### src/rtl/core/cds_pkg.sv
// ----------------------------------------------------------------------------
// Calendar date step package
// Item types, stage records and calendar constants shared by the date stepper.
// ----------------------------------------------------------------------------
package cds_pkg;

	localparam int DAY_BITS   = 5;
	localparam int MONTH_BITS = 4;
	localparam int YEAR_BITS  = 16;

	localparam logic [MONTH_BITS-1:0] MONTH_JAN = 4'd1;
	localparam logic [MONTH_BITS-1:0] MONTH_FEB = 4'd2;
	localparam logic [MONTH_BITS-1:0] MONTH_DEC = 4'd12;

	localparam logic [DAY_BITS-1:0] DAY_FIRST    = 5'd1;
	localparam logic [DAY_BITS-1:0] DAYS_LEAP    = 5'd29;
	localparam logic [DAY_BITS-1:0] DAYS_DEC     = 5'd31;

	// Multiplicative inverse of 25 modulo 2**16. A year is a multiple of 25
	// exactly when year * INV25 (mod 2**16) does not exceed DIV25_MAX.
	localparam logic [YEAR_BITS-1:0] INV25     = 16'd23593;
	localparam logic [YEAR_BITS-1:0] DIV25_MAX = 16'd2621;

	typedef struct packed {
		logic [DAY_BITS-1:0]   day;
		logic [MONTH_BITS-1:0] month;
		logic [YEAR_BITS-1:0]  year;
	} cds_in_t;

	typedef struct packed {
		logic                  valid_res;
		logic [DAY_BITS-1:0]   month_length;
		logic [DAY_BITS-1:0]   next_day;
		logic [MONTH_BITS-1:0] next_month;
		logic [YEAR_BITS-1:0]  next_year;
		logic [DAY_BITS-1:0]   prev_day;
		logic [MONTH_BITS-1:0] prev_month;
		logic [YEAR_BITS-1:0]  prev_year;
	} cds_out_t;

	typedef struct packed {
		cds_in_t              date;
		logic [YEAR_BITS-1:0] prod;
	} cds_mul_t;

	typedef struct packed {
		cds_in_t             date;
		logic                leap;
		logic                ok;
		logic [DAY_BITS-1:0] len;
	} cds_len_t;

	function automatic logic [DAY_BITS-1:0] base_len(input logic [MONTH_BITS-1:0] m);
		logic [DAY_BITS-1:0] l;
		case (m)
			4'd1, 4'd3, 4'd5, 4'd7, 4'd8, 4'd10, 4'd12: l = 5'd31;
			4'd4, 4'd6, 4'd9, 4'd11:                     l = 5'd30;
			4'd2:                                        l = 5'd28;
			default:                                     l = 5'd0;
		endcase
		return l;
	endfunction

endpackage

### src/rtl/core/calendar_date_step_top.sv
// ----------------------------------------------------------------------------
// Calendar date step
// Checks a Gregorian date and returns its month length, next and previous day.
// ----------------------------------------------------------------------------
// An item on the date channel carries day, month and year. It is taken at a
// rising edge with date_valid high and date_stall low. For each item one
// result item leaves on the step channel, taken with step_valid high and
// step_stall low, in the order the dates arrived.
// The pipeline has four register stages: input register, inverse multiply
// for the divisibility-by-25 test, leap and length decision, and the output
// register holding next and previous date. One item is accepted per cycle
// when the receiver does not stall.
// When step_stall is high the result item holds steady, and each stage keeps
// its item until the stage after it has room, so no item is lost or repeated.
// date_stall rises only once every stage in front of the stall is full.
// Reset empties all stages; step_valid is low after reset and no stored
// dates need clearing.
// ----------------------------------------------------------------------------
module calendar_date_step_top (
	input  logic              clk,
	input  logic              arst_n,
	input  logic              date_valid,
	output logic              date_stall,
	input  cds_pkg::cds_in_t  date,
	output logic              step_valid,
	input  logic              step_stall,
	output cds_pkg::cds_out_t step
);
	import cds_pkg::*;

	logic     front_ready;
	logic     mul_valid;
	cds_mul_t mul_data;
	logic     mul_ready;
	logic     len_valid;
	cds_len_t len_data;
	logic     len_ready;

	assign date_stall = !front_ready;

	cds_front u_front (
		.clk      (clk),
		.arst_n   (arst_n),
		.up_valid (date_valid),
		.up_data  (date),
		.up_ready (front_ready),
		.dn_valid (mul_valid),
		.dn_data  (mul_data),
		.dn_ready (mul_ready)
	);

	cds_len u_len (
		.clk      (clk),
		.arst_n   (arst_n),
		.up_valid (mul_valid),
		.up_data  (mul_data),
		.up_ready (mul_ready),
		.dn_valid (len_valid),
		.dn_data  (len_data),
		.dn_ready (len_ready)
	);

	cds_step u_step (
		.clk      (clk),
		.arst_n   (arst_n),
		.up_valid (len_valid),
		.up_data  (len_data),
		.up_ready (len_ready),
		.dn_valid (step_valid),
		.dn_data  (step),
		.dn_ready (!step_stall)
	);

endmodule

### src/rtl/core/cds_front.sv
// ----------------------------------------------------------------------------
// Calendar date step front stages
// Registers the incoming item, then multiplies the year by the inverse of 25.
// ----------------------------------------------------------------------------
module cds_front (
	input  logic            clk,
	input  logic            arst_n,
	input  logic            up_valid,
	input  cds_pkg::cds_in_t  up_data,
	output logic            up_ready,
	output logic            dn_valid,
	output cds_pkg::cds_mul_t dn_data,
	input  logic            dn_ready
);
	import cds_pkg::*;

	logic     vld_s1;
	logic     vld_s2;
	cds_in_t  date_s1;
	cds_mul_t mul_s2;
	logic     rdy_s1;
	logic     rdy_s2;
	logic [YEAR_BITS-1:0] prod;

	assign rdy_s2   = !vld_s2 || dn_ready;
	assign rdy_s1   = !vld_s1 || rdy_s2;
	assign up_ready = rdy_s1;
	assign prod     = YEAR_BITS'(date_s1.year * INV25);

	always_ff @(posedge clk or negedge arst_n) begin
		if (!arst_n) begin
			vld_s1 <= 1'b0;
			vld_s2 <= 1'b0;
		end else begin
			if (rdy_s1) begin
				vld_s1 <= up_valid;
			end
			if (rdy_s2) begin
				vld_s2 <= vld_s1;
			end
		end
	end

	always_ff @(posedge clk) begin
		if (rdy_s1 && up_valid) begin
			date_s1 <= up_data;
		end
		if (rdy_s2 && vld_s1) begin
			mul_s2.date <= date_s1;
			mul_s2.prod <= prod;
		end
	end

	assign dn_valid = vld_s2;
	assign dn_data  = mul_s2;

endmodule

### src/rtl/core/cds_len.sv
// ----------------------------------------------------------------------------
// Calendar date step length stage
// Decides the leap year, the month length and whether the date is valid.
// ----------------------------------------------------------------------------
module cds_len (
	input  logic              clk,
	input  logic              arst_n,
	input  logic              up_valid,
	input  cds_pkg::cds_mul_t up_data,
	output logic              up_ready,
	output logic              dn_valid,
	output cds_pkg::cds_len_t dn_data,
	input  logic              dn_ready
);
	import cds_pkg::*;

	logic     vld_s3;
	cds_len_t len_s3;
	logic     rdy_s3;
	logic     div25;
	logic     leap;
	logic [DAY_BITS-1:0] len;
	logic     ok;

	assign rdy_s3   = !vld_s3 || dn_ready;
	assign up_ready = rdy_s3;

	always_comb begin
		div25 = (up_data.prod <= DIV25_MAX);
		leap  = div25 ? (up_data.date.year[3:0] == 4'd0) : (up_data.date.year[1:0] == 2'd0);
		len   = (up_data.date.month == MONTH_FEB && leap) ? DAYS_LEAP
		                                                  : base_len(up_data.date.month);
		ok    = (len != '0) && (up_data.date.day != '0) && (up_data.date.day <= len);
	end

	always_ff @(posedge clk or negedge arst_n) begin
		if (!arst_n) begin
			vld_s3 <= 1'b0;
		end else if (rdy_s3) begin
			vld_s3 <= up_valid;
		end
	end

	always_ff @(posedge clk) begin
		if (rdy_s3 && up_valid) begin
			len_s3.date <= up_data.date;
			len_s3.leap <= leap;
			len_s3.ok   <= ok;
			len_s3.len  <= len;
		end
	end

	assign dn_valid = vld_s3;
	assign dn_data  = len_s3;

endmodule

### src/rtl/core/cds_step.sv
// ----------------------------------------------------------------------------
// Calendar date step output stage
// Forms the following and preceding dates and holds the result item.
// ----------------------------------------------------------------------------
module cds_step (
	input  logic              clk,
	input  logic              arst_n,
	input  logic              up_valid,
	input  cds_pkg::cds_len_t up_data,
	output logic              up_ready,
	output logic              dn_valid,
	output cds_pkg::cds_out_t dn_data,
	input  logic              dn_ready
);
	import cds_pkg::*;

	logic     vld_s4;
	cds_out_t res_s4;
	logic     rdy_s4;
	cds_out_t res;
	logic [MONTH_BITS-1:0] pm;

	assign rdy_s4   = !vld_s4 || dn_ready;
	assign up_ready = rdy_s4;

	always_comb begin
		res = '0;
		pm  = up_data.date.month - MONTH_BITS'(1);
		if (up_data.ok) begin
			res.valid_res    = 1'b1;
			res.month_length = up_data.len;
			res.next_day     = up_data.date.day + DAY_BITS'(1);
			res.next_month   = up_data.date.month;
			res.next_year    = up_data.date.year;
			if (up_data.date.day == up_data.len) begin
				res.next_day = DAY_FIRST;
				if (up_data.date.month == MONTH_DEC) begin
					res.next_month = MONTH_JAN;
					res.next_year  = up_data.date.year + YEAR_BITS'(1);
				end else begin
					res.next_month = up_data.date.month + MONTH_BITS'(1);
				end
			end
			res.prev_day   = up_data.date.day - DAY_BITS'(1);
			res.prev_month = up_data.date.month;
			res.prev_year  = up_data.date.year;
			if (up_data.date.day == DAY_FIRST) begin
				if (up_data.date.month == MONTH_JAN) begin
					res.prev_month = MONTH_DEC;
					res.prev_year  = up_data.date.year - YEAR_BITS'(1);
					res.prev_day   = DAYS_DEC;
				end else begin
					res.prev_month = pm;
					res.prev_day   = (pm == MONTH_FEB && up_data.leap) ? DAYS_LEAP
					                                                  : base_len(pm);
				end
			end
		end
	end

	always_ff @(posedge clk or negedge arst_n) begin
		if (!arst_n) begin
			vld_s4 <= 1'b0;
		end else if (rdy_s4) begin
			vld_s4 <= up_valid;
		end
	end

	always_ff @(posedge clk) begin
		if (rdy_s4 && up_valid) begin
			res_s4 <= res;
		end
	end

	assign dn_valid = vld_s4;
	assign dn_data  = res_s4;

endmodule
### config.mk
export PLATFORM = sky130hd
export DESIGN_NAME = calendar_date_step_top
export DESIGN_NICKNAME = d
export VERILOG_FILES = /design/src/rtl/core/cds_pkg.sv /design/src/rtl/core/calendar_date_step_top.sv /design/src/rtl/core/cds_front.sv /design/src/rtl/core/cds_len.sv /design/src/rtl/core/cds_step.sv
export SDC_FILE = /design/constraint.sdc
export NUM_CORES = 1
export LEC_CHECK = 0
export BUFFER_PORTS_ARGS = -buffer_cell sky130_fd_sc_hd__buf_2
export CAP_MARGIN = 20
export CORE_UTILIZATION = 50
export CTS_BUF_LIST = sky130_fd_sc_hd__clkbuf_8
export DETAILED_ROUTE_END_ITERATION = 10
export GPL_TIMING_DRIVEN = 1
export PLACE_DENSITY = 0.7
export RECOVER_POWER = 100
export SETUP_SLACK_MARGIN = 0.3
export SLEW_MARGIN = 5
export SYNTH_ARGS = -nofsm -noshare
export SYNTH_HDL_FRONTEND = slang
export SYNTH_HIERARCHICAL = 1
export SYNTH_SLANG_ARGS = --single-unit
### constraint.sdc
create_clock -name clk -period 9.1 [get_ports clk]
set_input_delay 1.365 -clock clk [delete_from_list [all_inputs] [get_ports clk]]
set_output_delay 1.365 -clock clk [all_outputs]
set_load 0.01 [all_outputs]
# ---- Word-level counts from Yosys, hierarchy flattened
# Memories as Yosys holds them, arrays and structs flattened. A register that Yosys moved wholly into a read port is not among the register bits.
# Index checks and enable logic that the tools add are counted.
dict set report word_totals {
  mem_count 2
  input_bits 29
  word_cells 78
  latchBits 0
  reg_bits 158
  mem_bits_rw 0
  output_inout_bits 58
  rom_bits 160
}
# memory words word_bits read_ports rd_clocked_by_memory_dff wr line
set mem_list {}
lappend mem_list {{(no name shown)} 16 5 1 1 0 cds_pkg.sv:55} ;# case (m)
lappend mem_list {{(no name shown)} 16 5 1 0 0 cds_pkg.sv:55}
dict set report op_classes {
  mul 1
  muxes 11
  eq_ne 6
  addsub 6
  order_cmp 2
  bitwise_logic 1
  reduce_logical 23
  n_shift 0
  div_mod_pow 0
}
# cell n
set op_table {}
lappend op_table {{two-way mux 56 bit} 1}
lappend op_table {{two-way mux 25 bit} 2}
lappend op_table {{two-way mux 16 bit} 2}
lappend op_table {{adder 16 x 1 -> 16 bit (second input constant)} 1}
lappend op_table {{<= comparator 16 x 12 -> 1 bit (second input constant)} 1}
lappend op_table {{multiplier 16 x 15 -> 16 bit (second input constant)} 1}
lappend op_table {{subtractor 16 x 1 -> 16 bit (second input constant)} 1}
lappend op_table {{two-way mux 5 bit} 2}
lappend op_table {{nonzero test 5 bit} 2}
lappend op_table {{two-way mux 9 bit} 1}
lappend op_table {{equality test 4 x 2 -> 1 bit (second input constant)} 2}
lappend op_table {{logical AND 1 bit} 8}
lappend op_table {{two-way mux 4 bit} 2}
lappend op_table {{zero test 1 bit} 6}
lappend op_table {{adder 5 x 1 -> 5 bit (second input constant)} 1}
lappend op_table {{equality test 5 x 1 -> 1 bit (second input constant)} 1}
lappend op_table {{equality test 5 bit} 1}
lappend op_table {{<= comparator 5 bit} 1}
lappend op_table {{subtractor 5 x 1 -> 5 bit (second input constant)} 1}
lappend op_table {{adder 4 x 1 -> 4 bit (second input constant)} 1}
lappend op_table {{equality test 4 x 1 -> 1 bit (second input constant)} 1}
lappend op_table {{equality test 4 bit (second input constant)} 1}
lappend op_table {{zero test 4 bit} 1}
lappend op_table {{logical OR 1 bit} 4}
lappend op_table {{5 further kinds} 5}

# ---- Longest topological paths before layout
# Gate-level depths: netlist of run 1.
dict set report depth {
  word_depth 7
  mapped_depth 15
  ltp_nobuf 15
}

# ---- Cells and area by module
# The synthesis of run 1 kept the hierarchy.
# module seq_area_each_um2 instances cells_per_inst area_each_um2
set modules_own_cells {}
lappend modules_own_cells {cds_front 1941.9 1 233 3564.7}
lappend modules_own_cells {cds_step 1706.6 1 338 3388.2}
lappend modules_own_cells {cds_len 925.9 1 71 1204.9}
lappend modules_own_cells {calendar_date_step_top 0.0 1 2 7.5}

# ---- Least setup slack after synthesis of run 1
# Ideal clock, no wire load.
dict set report synth_timing {
  kind {reg2reg}
  from {register u_front/date_s1[3] in the netlist's numbering}
  to {register u_front.mul_s2 (netlist bit u_front/dn_data[15]), data pin}
  period_less_slack_ps 3865
  path_stages_with_launch 14
  arrival_time_ps 3600
  path_buffers 0
  t_required_ps 8836
  path_slack_ps 5235
  setup_time_ps 264
  cell_sequence {edfxtp_1 -> ha_1 -> ha_1 -> inv_1 -> fa_1 -> fa_1 -> inv_1 -> fa_1 -> ha_1 -> ha_1 -> o21ai_0 -> nand2b_1 -> o41ai_2 -> xnor2_1}
}
dict set report synth_between {
  elab_chain_len 1
}
# element line
set synth_rtl {}
lappend synth_rtl {{from (decl)} cds_front.sv:19} ;# cds_in_t date_s1;
lappend synth_rtl {{from (signal assigned)} cds_front.sv:46} ;# date_s1 <= up_data;
lappend synth_rtl {{multiplier 16 x 15 -> 16 bit} cds_front.sv:28} ;# assign prod = YEAR_BITS'(date_s1.year * INV25);
lappend synth_rtl {{via u_front.prod[15]} cds_front.sv:23} ;# logic [YEAR_BITS-1:0] prod;
lappend synth_rtl {{to (decl)} cds_front.sv:20} ;# cds_mul_t mul_s2;
# The timed path passes the listed nets, and every way through them passes these cells.
# A chain may end at the register's enable or synchronous reset.

# ---- Worst setup path after layout of run 1
dict set report layout_timing {
  from {register u_front/date_s1[9] in the netlist's numbering}
  to {register u_front.mul_s2 (netlist bit u_front/dn_data[15]), data pin}
}
# Same word-level chain as after synthesis.

==> results of run 1 <==
==> flip-flops by register name, summed over array words and instances, names as in the netlist <==
name	count
u_step/dn_data	56
u_len/dn_data	30
u_len/dn_valid	1
u_front/dn_data	38
u_front/dn_valid	1
u_step/dn_valid	1
u_front/date_s1	25
u_front/vld_s1	1
==> synth_stat cells, drive strengths merged (2+ instances only) <==
master,count,share of area (%)
edfxtp,149,55
ha,73,11
inv,61,2.8
xnor2,35,3.8
nor2,33,1.5
nand2,30,1.4
a21oi,28,1.8
o21ai,25,1.6
clkbuf,21,0.98
nand3,21,1.3
fa,18,4.4
nand2b,14,1.1
or3,13,1.0
and2,11,0.87
or4,10,0.92
buf,9,0.86
nor3,9,0.55
nor4,7,0.54
xor2,7,0.75
o31ai,6,0.55
and3,5,0.38
a31oi,4,0.31
dfrtp,4,1.2
mux2i,4,0.49
nand3b,4,0.37
nand4,4,0.31
o211ai,4,0.37
nor3b,3,0.28
o41ai,3,0.51
or2,3,0.23
a21o,2,0.18
o211a,2,0.25
o21a,2,0.18
or3b,2,0.21
or4b,2,0.25
==> power groups by stage <==
stage	clock network (mW)	registers, mW	logic (mW)
final	0.542	1.00	0.624
after detailed placement	0	1.01	0.648
after CTS	0.556	0.997	0.655
after global placement	0	1.01	0.623
after global routing	0.586	1.02	0.710
after floorplan	0	1.01	0.481
==> layout make-up <==
type	count	area share, %
clock buffer	17	2.581
clock inverter	15	2.029
inverter	61	2.526
multi-input combinational	400	35.20
sequential	153	50.47
tap	216	2.982
timing repair buffer	92	4.210
==> kinds of logic after synthesis <==
logic type	after synthesis
and+or+nand+nor	174
buffers and inverters	91
DFF	153
xor gates and xnor gates	42
muxes	4
AOI/OAI and AO/OA	89
adders and majority gates	91
==> cells in the final DEF (no fill, tap or decap), types with 3 or more instances in the layout <==
cell          n
o31ai_1       6
and2_1        4
bufinv_16     4
clkbuf_1     65
nor3_1        9
mux2i_1       4
o211ai_1      4
a31oi_1       4
nand2b_1     14
and2_0        7
o21ai_0      25
ha_1         73
or3_1        13
clkinv_1      3
clkinvlp_4    3
clkbuf_8     17
nand2_1      30
nand3b_1      4
nor3b_1       3
inv_1        62
xor2_1        7
nor2_1       33
nor4_1        7
a21oi_1      27
buf_2        26
and3_1        5
fa_1         18
edfxtp_1    149
o41ai_1       3
nand4_1       4
nand3_1      20
or4_1        10
dfrtp_1       4
xnor2_1      34
==> worst max-delay path, cell delays in order, from the launching register on <==
cell      delay, ns
edfxtp_1       0.51
ha_1           0.32
inv_1          0.05
fa_1           0.50
inv_1          0.04
ha_1           0.28
ha_1           0.27
inv_1          0.05
fa_1           0.53
inv_1          0.05
ha_1           0.29
ha_1           0.35
nand2_1        0.09
o21ai_0        0.15
o41ai_1        0.39
xnor2_1        0.12
==> path summary, 6_finish.rpt <==
check | to | slack [ns] | cells past startpoint
max in group asynchronous | u_step/dn_valid | 8.19 | 1
max reg2reg | u_front/dn_data[15] | 4.85 | 15
max | u_front/dn_data[15] | 4.85 | 15
min in group asynchronous | u_front/vld_s1 | 0.73 | 1
min reg2reg | u_front/dn_data[35] | 0.41 | 0
min | u_front/dn_data[35] | 0.41 | 0
==> layer usage <==
metal	global-route usage (%)	part of all wire [%]	vias to the layer above	wire length (µm)
li1	-	-	2492	-
met4	7.934	1.1	0	149
met5	0	0	-	0
met3	4.100	5.0	10	712
met1	23.24	46	2337	6491
met2	30.01	48	129	6749
==> results.md, run 1 <==
* Design Area, Final at 9064 µm²
* TritonCTS Buffers at 17
* Violated checks: max-capacitance violations, max-slew violations
* Initial Utilization at 51.40%
* Num ports at 87
* WL final at 14100 µm
* Congestion Overflow GR at 0
* Longest Clk Path Bufs at 2
* Unique masters post-synth at 62
* Critical-path maximum fanout at 4
* DP HPWL at 10280 µm
* Total power at 2.166 mW
* Flop pwr share at 46.2%
* CP Data Required Time at 9.29 ns
* Synth warnings at 6
* WL/cell at 14.78 µm
* Antenna Cells at 0
* Min-delay worst type: register to register
* H-tree levels at 4
* Combinational family with the most area after synthesis: adder cells
* Placed cell area at 8747 µm²
* Drt first pass iters at 5
* Leak pwr at 3.483 nW
* Clock latency on the worst-skew pair at 0.45 ns
* Post-CTS Repair Setup Buffers at 0
* Worst setup path start: u_front/date_s1[9]
* Mux share of post-synthesis cell area at 0.4903%
* CP Class: register to register
* Worst slack, placed at 4.951 ns
* Area of the multi-input gates at 3191 µm²
* Synth Area in XOR/XNOR at 4.597%
* Buffers on Ports at 86
* Yosys reg bits at 153
* Worst Path Arrival at 4.44 ns
* Vias/cell at 5.208
* First-pass GRT wire length at 23200 µm
* Post-cts sizing count at 0
* Num Clock Sinks at 153
* Total GRT Usage at 18.24%
* DRT iter0 DRCs at 451
* # fillers at 1358
* Syn Inst Count at 644
* Hold_buf cts at 0
* Nets@finish at 845
* Placed insts at 920
* Net switching power at 0.6688 mW
* Simple-gate portion of the synthesized area at 11.54%
* Largest net degree at the start of global routing at 57
* Vias in the first global route at 4776
* Fraction of layout cells with a size suffix above 1 at 9.214%
* Slew margin rel. at -47.06%
* Post-route setup slack at 4.850 ns
* CORE AREA at 15890 µm²
* Fin. max-slew vios at 84
* Placer congestion estimate at 0.8636
* Syn_nets at 764
* Final hold violations at 0
* Min Tclk post-route at 4.250 ns
* Detail Route Antenna Nets at 0
* Row count at 46
* Peak Freq at 235.3 MHz
* Sequential standard cell area at 4574 µm²
* Die Y at 129.8 µm
* DRC Markers at 0
* Post-synth EDFFs at 149
* Final setup viols at 0
* Post-synthesis cell area at 8165 µm²
* Clock skew at 0.01021 ns
* Startpoint types: register
* Post-Route Utilization at 57.06%
* Avg Cell Area, Syn at 12.68 µm²
* Total number of vias at 4968
* RSZ-0062 raised after global routing: false
* Area grow syn2layout at 11.00%
* Worst Max-Slew Pin Slew at 2.206 ns
* Fin crit share at 46.71%
* Clock-pin slew on the worst setup and hold paths at 0.08 ns
* Synth async-reset ratio at 2.614%
* Top_reg_cell synth: edfxtp_1
* Clock network fraction of total power at 25.0%
* Adder-cell share of the synthesized area at 15.60%
* P_int at 1.497 mW
* WHS at 0.4141 ns
* RR Startpoint: u_front/date_s1[9]
* HP Start: u_front/date_s1[19]
* Die W at 129.8 µm
* Synth Area in Compound Gates at 7.110%
* Setup TNS at 0 ns
* Die footprint at 16850 µm²
* CTS tree: built
* Sw frac at 30.88%
* Max Cap Viol at 2
* CP Capture Type: register
* Non-filler instance count after layout at 954
* Sequential area share after synthesis at 56.02%
* Status: finished, violations left
* Cell Pwr Density at 239.0 nW/µm²
* Root Buffer: clkbuf_8
* Peak VDD IR at 0.0001119 V
* Antenna violations before repair at 0
* Logic gate share of total power at 28.8%
No activity file was read; power rests on OpenSTA's default activity.
==> inputs of run 2 (changes only) <==
- clock period: 9.1 -> 4.3 ns (I/O delays scaled with it)
==> results.md, run 2 (synthesized netlist as in run 1, its figures left out) <==
* CP Data Required Time at 4.50 ns (-4.79 ns)
* Longest Clk Path Bufs at 2 (unchanged)
* RR Startpoint: u_front/date_s1[8]
* Die Y at 129.8 µm (unchanged)
* Number of flip-flops in the largest register at 56 (unchanged)
* Initial Utilization at 51.40% (unchanged)
* Sw frac at 33.23% (+2.4 points)
* First-pass GRT wire length at 24080 µm (+3.8%)
* Vias in the first global route at 5027 (+5.3%)
* Fraction of layout cells with a size suffix above 1 at 15.51% (+6.3 points)
* Nets@finish at 874 (+3.4%)
* Commonest non-fill, non-tap cell in the layout: edfxtp_1
* Logic gate share of total power at 36.0% (+7.2 points)
* Final hold violations at 0 (unchanged)
* Status: finished, violations left
* Violated checks: max-capacitance violations, max-slew violations
* Most frequent cells in the layout: edfxtp_1, clkbuf_1, inv_1, ha_1, xnor2_1
* TritonCTS Buffers at 17 (unchanged)
* CP Capture Type: register
* Root Buffer: clkbuf_8
* Clock-pin slew on the worst setup and hold paths at 0.09 ns (about the same)
* Placed cell area at 8762 µm² (+0.17%)
* Area grow syn2layout at 15.61%
* Cell Pwr Density at 516.3 nW/µm² (+120%)
* Die footprint at 16850 µm² (unchanged)
* Antenna Cells at 0 (unchanged)
* Placer congestion estimate at 0.8639 (about the same)
* Design Area, Final at 9440 µm² (+4.2%)
* Min-delay worst type: input pin to register
* Antenna violations before repair at 0 (unchanged)
* Worst reg2reg path depth at 15 (unchanged)
* Clock latency on the worst-skew pair at 0.46 ns (about the same)
* DP HPWL at 10460 µm (+1.7%)
* Worst Max-Slew Pin Slew at 2.202 ns (-0.004059 ns)
* RSZ-0062 raised after global routing: true
* Detail Route Antenna Nets at 0 (unchanged)
* Fin. max-slew vios at 114 (+36%)
* Buffers on Ports at 86 (unchanged)
* DRC Markers at 0 (unchanged)
* Worst Path Arrival at 4.19 ns (-0.25 ns)
* Worst r2r dst: u_front/dn_data[14]
* Clock network fraction of total power at 20.7% (-4.3 points)
* Net switching power at 1.620 mW (+140%)
* Final setup viols at 0 (unchanged)
* Die W at 129.8 µm (unchanged)
* CP Class: register to register
* Leak pwr at 3.550 nW (+1.9%)
* Total number of vias at 5212 (+4.9%)
* Startpoint types: register
* Largest net degree at the start of global routing at 57 (unchanged)
* WL/cell at 15.44 µm (+4.5%)
* Num ports at 87 (unchanged)
* Drt first pass iters at 6 (+1)
* Setup TNS at 0 ns (unchanged)
* Worst setup path start: u_front/date_s1[8]
* Peak VDD IR at 0.0002565 V (+130%)
* WL final at 15180 µm (+7.6%)
* Row count at 46 (unchanged)
* Vias/cell at 5.302 (+1.8%)
* H-tree levels at 4 (unchanged)
* CTS tree: built
* Critical-path maximum fanout at 5 (+1)
* Min Tclk post-route at 3.987 ns (-0.2632 ns)
* Slew margin rel. at -46.79% (+0.27 points)
* Worst setup endpoint: u_front/dn_data[14]
* Reg2Reg Setup Slack at 0.31 ns (-4.54 ns)
* Max Cap Viol at 3 (+1)
* Peak Freq at 250.8 MHz (+6.6%)
* Num Clock Sinks at 153 (unchanged)
* Flop pwr share at 43.3% (-2.9 points)
* CORE AREA at 15890 µm² (unchanged)
* P_int at 3.254 mW (+120%)
* Clock skew at 0.01216 ns (+0.001945 ns)
* Total GRT Usage at 18.97% (+0.73 points)
* DRT iter0 DRCs at 455 (+0.89%)
* Congestion Overflow GR at 0 (unchanged)
* Fin crit share at 92.73% (+46 points)
==> run 2: cell count changes in the layout (fill, tap and decap cells not counted), sizes merged <==
cell,delta
buf,+16
bufinv,-3
clkbuf,+12
clkinv,+2
clkinvlp,+1
dlygate4sd3,+1
==> run 2: area by class of cell <==
type / count / area, µm²
tap: 216 / 270.3
sequential: 153 / 4574
clock buffer: 17 / 234.0
timing repair buffer: 121 / 569.3
clock inverter: 15 / 127.6
inverter: 61 / 229.0
fill: 1313 / 6445
multi-input combinational: 400 / 3436
==> run 2: power groups by stage <==
| stage | Sequential, mW | Combinational (mW) | Clock (mW) |
|---|---|---|---|
| after CTS | 2.10 | 1.57 | 1.04 |
| final | 2.11 | 1.76 | 1.01 |
| after detailed placement | 2.14 | 1.38 | 0 |
| after global routing | 2.14 | 1.94 | 1.10 |
| after floorplan | 2.13 | 1.02 | 0 |
| after global placement | 2.13 | 1.34 | 0 |
==> run 2: worst min-delay path by stage <==
stage	to	from	slack (ns)	depth (start not counted)
after global routing	u_front/date_s1[4]	date[4]	0.32	1
after CTS	u_front/date_s1[11]	date[11]	0.32	1
after global placement	u_len/dn_data[13]	u_front/dn_data[22]	0.40	0
final	u_front/date_s1[12]	date[12]	0.35	1
after floorplan	u_front/dn_valid	arst_n	0.35	0
after detailed placement	u_front/dn_data[33]	u_front/date_s1[17]	0.41	0
==> run 2: through the flow <==
| step | hold WS (ns) | total power [mW] | std cells | utilization (%) | setup WS [ns] |
|---|---|---|---|---|---|
| 2_1_floorplan | 0.3494 | 3.153 | 644 | - | 0.4351 |
| 3_3_place_gp | 0.4026 | 3.470 | 922 | 55.16 | 0.1501 |
| 3_5_place_dp | 0.4054 | 3.522 | 922 | 55.16 | 0.1661 |
| 4_1_cts | 0.3188 | 4.719 | 975 | 59.33 | 0.3053 |
| 5_1_grt | 0.3225 | 5.180 | 983 | 59.43 | 0.1571 |
| 6_report | 0.3538 | 4.874 | 983 | 59.43 | 0.3128 |
==> run 2: what timing repair did <==
action	4_1_cts	5_1_grt
resized for setup	19	19
setup buffers	20	6
setup endpoints to repair	3	4
pin swaps	23	21
hold buffers	1	0
endpoints found under the hold margin	4	0
==> run 2: worst max-delay path, stage by stage (launching register included) <==
cell and delay (ns):
edfxtp_1 0.47, ha_1 0.34, inv_2 0.04, fa_1 0.49, inv_1 0.04, ha_1 0.28
inv_2 0.04, fa_1 0.54, inv_2 0.04, fa_2 0.54, ha_4 0.20, ha_4 0.18
nor3_2 0.24, nor2_2 0.08, o41ai_2 0.06, xnor2_1 0.13
==> run 2: metal layers <==
layer | track usage (%) | part of all wire, % | vias to the layer above
li1 | - | - | 2544
met1 | 24.49 | 45 | 2463
met2 | 30.39 | 48 | 172
met3 | 4.305 | 4.4 | 33
met4 | 9.234 | 2.6 | 0
met5 | 0 | 0 | -
==> inputs of run 3 (changes only) <==
==> constraint.sdc (replaced) <==
create_clock -name clk -period 4.3 [get_ports clk]
set_input_delay 0.43 -clock clk [delete_from_list [all_inputs] [get_ports clk]]
set_output_delay 0.43 -clock clk [all_outputs]
set_load 0.01 [all_outputs]
==> results.md, run 3 (synthesized netlist as in run 1, its figures left out) <==
* Status: finished, violations left
* Violated checks: max-capacitance violations, max-slew violations
* Critical-path cell list: clkbuf_4 > ha_1 > fa_1 > ha_1 > ha_1 > ha_1 > ha_1 > a21o_1 > a21oi_1 > o21ai_0 > o41ai_4 > xnor2_1
* Vias in the first global route at 5032 (+0.099%)
* Congestion Overflow GR at 0 (unchanged)
* Die footprint at 16850 µm² (unchanged)
* First-pass GRT wire length at 24340 µm (+1.1%)
* Worst Path Arrival at 4.29 ns (+0.10 ns)
* CP Capture Type: register
* DRC Markers at 0 (unchanged)
* TritonCTS Buffers at 17 (unchanged)
* CP Class: register to register
* Antenna Cells at 0 (unchanged)
* WL final at 15240 µm (+0.41%)
* Num Clock Sinks at 153 (unchanged)
* Number of flip-flops in the largest register at 56 (unchanged)
* Nets@finish at 873 (-0.11%)
* Most frequent cells in the layout: edfxtp_1, clkbuf_1, ha_1
* Drt first pass iters at 7 (+1)
* Longest Clk Path Bufs at 2 (unchanged)
* Initial Utilization at 51.40% (unchanged)
* Vias/cell at 5.295 (-0.13%)
* Die W at 129.8 µm (unchanged)
* Min Tclk post-route at 4.105 ns (+0.1178 ns)
* Die Y at 129.8 µm (unchanged)
* Most used cell, CP: ha_1
* DRT iter0 DRCs at 511 (+12%)
* Final hold violations at 0 (unchanged)
* Total number of vias at 5200 (-0.23%)
* Leak pwr at 3.590 nW (+1.1%)
* Total GRT Usage at 18.97% (about the same)
* Post-Route Utilization at 59.62% (+0.19 points)
* Fin crit share at 95.46% (+2.7 points)
* CP Data Required Time at 4.49 ns (about the same)
* Slew margin rel. at -47.43% (-0.64 points)
* RR Startpoint: u_front/date_s1[3]
* Fin. max-slew vios at 84 (-26%)
* Startpoint types: register
* Largest net degree at the start of global routing at 57 (unchanged)
* Commonest non-fill, non-tap cell in the layout: edfxtp_1
* Crit-path slowest cell: fa_1
* Peak VDD IR at 0.0002660 V (+3.7%)
* Num ports at 87 (unchanged)
* Clock-pin slew on the worst setup and hold paths at 0.09 ns (about the same)
* Min-delay worst type: input pin to register
* Max Cap Viol at 2 (-1)
* Worst Max-Slew Pin Slew at 2.211 ns (+0.009546 ns)
* Row count at 46 (unchanged)
* Setup TNS at 0 ns (unchanged)
* H-tree levels at 4 (unchanged)
* Clock skew at 0.01433 ns (+0.002173 ns)
* DP HPWL at 10500 µm (+0.32%)
* Fraction of layout cells with a size suffix above 1 at 16.58% (+1.1 points)
* CORE AREA at 15890 µm² (unchanged)
* RSZ-0062 raised after global routing: true
* Worst setup path start: u_front/date_s1[3]
* Buffers on Ports at 86 (unchanged)
* CTS tree: built
* Critical Path Max Stage Delay at 0.47 ns (-0.07 ns)
* Antenna violations before repair at 0 (unchanged)
* Clock latency on the worst-skew pair at 0.45 ns (about the same)
* WL/cell at 15.52 µm (+0.51%)
* Root Buffer: clkbuf_8
* Final setup viols at 0 (unchanged)
* HP Start: date[11]
* Area grow syn2layout at 15.98%
* Detail Route Antenna Nets at 0 (unchanged)
* Peak Freq at 243.6 MHz (-2.9%)
* Critical-path maximum fanout at 3 (-2)
* Cell Pwr Density at 520.0 nW/µm² (+0.71%)
* # fillers at 1287 (-2.0%)
* Placer congestion estimate at 0.8686 (+0.54%)
[run 3: cell count changes in the layout (fill, tap and decap cells not counted), sizes merged]
cell and delta:
clkinv +2, clkbuf -2, buf +1, clkinvlp -2
[run 3: per-layer routing]
layer / part of all wire, % / GRT usage [%]
met3: 3.9 / 4.182
met5: 0 / 0
met1: 45 / 24.33
met2: 50 / 31.46
met4: 1.6 / 7.524
[run 3: area by class of cell]
type	instances	area (µm²)	share of cell area (%)
Inverter	61	229.0	2.418
Multi-Input combinational cell	400	3481	36.76
Tap cell	216	270.3	2.854
Clock buffer	17	234.0	2.471
Clock inverter	15	112.6	1.189
Timing Repair Buffer	120	569.3	6.011
Sequential cell	153	4574	48.30
[run 3: power by group]
part / internal, mW / switching [mW] / total, mW
Clock: 0.446 / 0.530 / 0.976
Sequential: 1.98 / 0.137 / 2.11
Combinational: 0.867 / 0.970 / 1.84
Total: 3.29 / 1.64 / 4.92
[run 3: critical path: cells and delay by family (launching register included)]
| kind | cells | cell delay, ns |
|---|---|---|
| fa+ha+maj | 6 | 2.04 |
| compound gates | 4 | 1.06 |
| flops | 1 | 0.43 |
| buf+inv | 1 | 0.16 |
| xor+xnor | 1 | 0.13 |
[run 3: path summary, 6_finish.rpt]
check | slack [ns] | cells past startpoint | to
max in group asynchronous | 3.79 | 2 | u_len/dn_valid
min in group asynchronous | 0.33 | 2 | u_front/vld_s1
worst max register to register | 0.20 | 12 | u_front/dn_data[14]
worst min register to register | 0.41 | 0 | u_front/dn_data[37]
worst max-delay path | 0.20 | 12 | u_front/dn_data[14]
worst min-delay path | 0.14 | 1 | u_front/date_s1[11]
[run 3: timing repair]
| action | CTS | global route |
|---|---|---|
| gates resized for setup | 20 | 31 |
| hold buffers | 1 | 0 |
| endpoints found under the setup margin | 2 | 4 |
| endpoints found under the hold margin | 4 | 0 |
| setup buffers | 18 | 6 |
| pin swaps | 18 | 26 |
[run 3: through the flow]
stage / area, µm² / hold slack, ns / std cells / worst slack (ns) / power (mW)
after floorplan: 8165 / 0.1344 / 644 / 0.4351 / 3.153
after detailed placement: 8762 / 0.2418 / 922 / 0.08795 / 3.521
after CTS: 9409 / 0.1143 / 973 / 0.2605 / 4.687
after global placement: 8762 / 0.2345 / 922 / 0.1600 / 3.469
after global routing: 9470 / 0.1030 / 982 / 0.07449 / 5.235
final: 9470 / 0.1446 / 982 / 0.1950 / 4.924
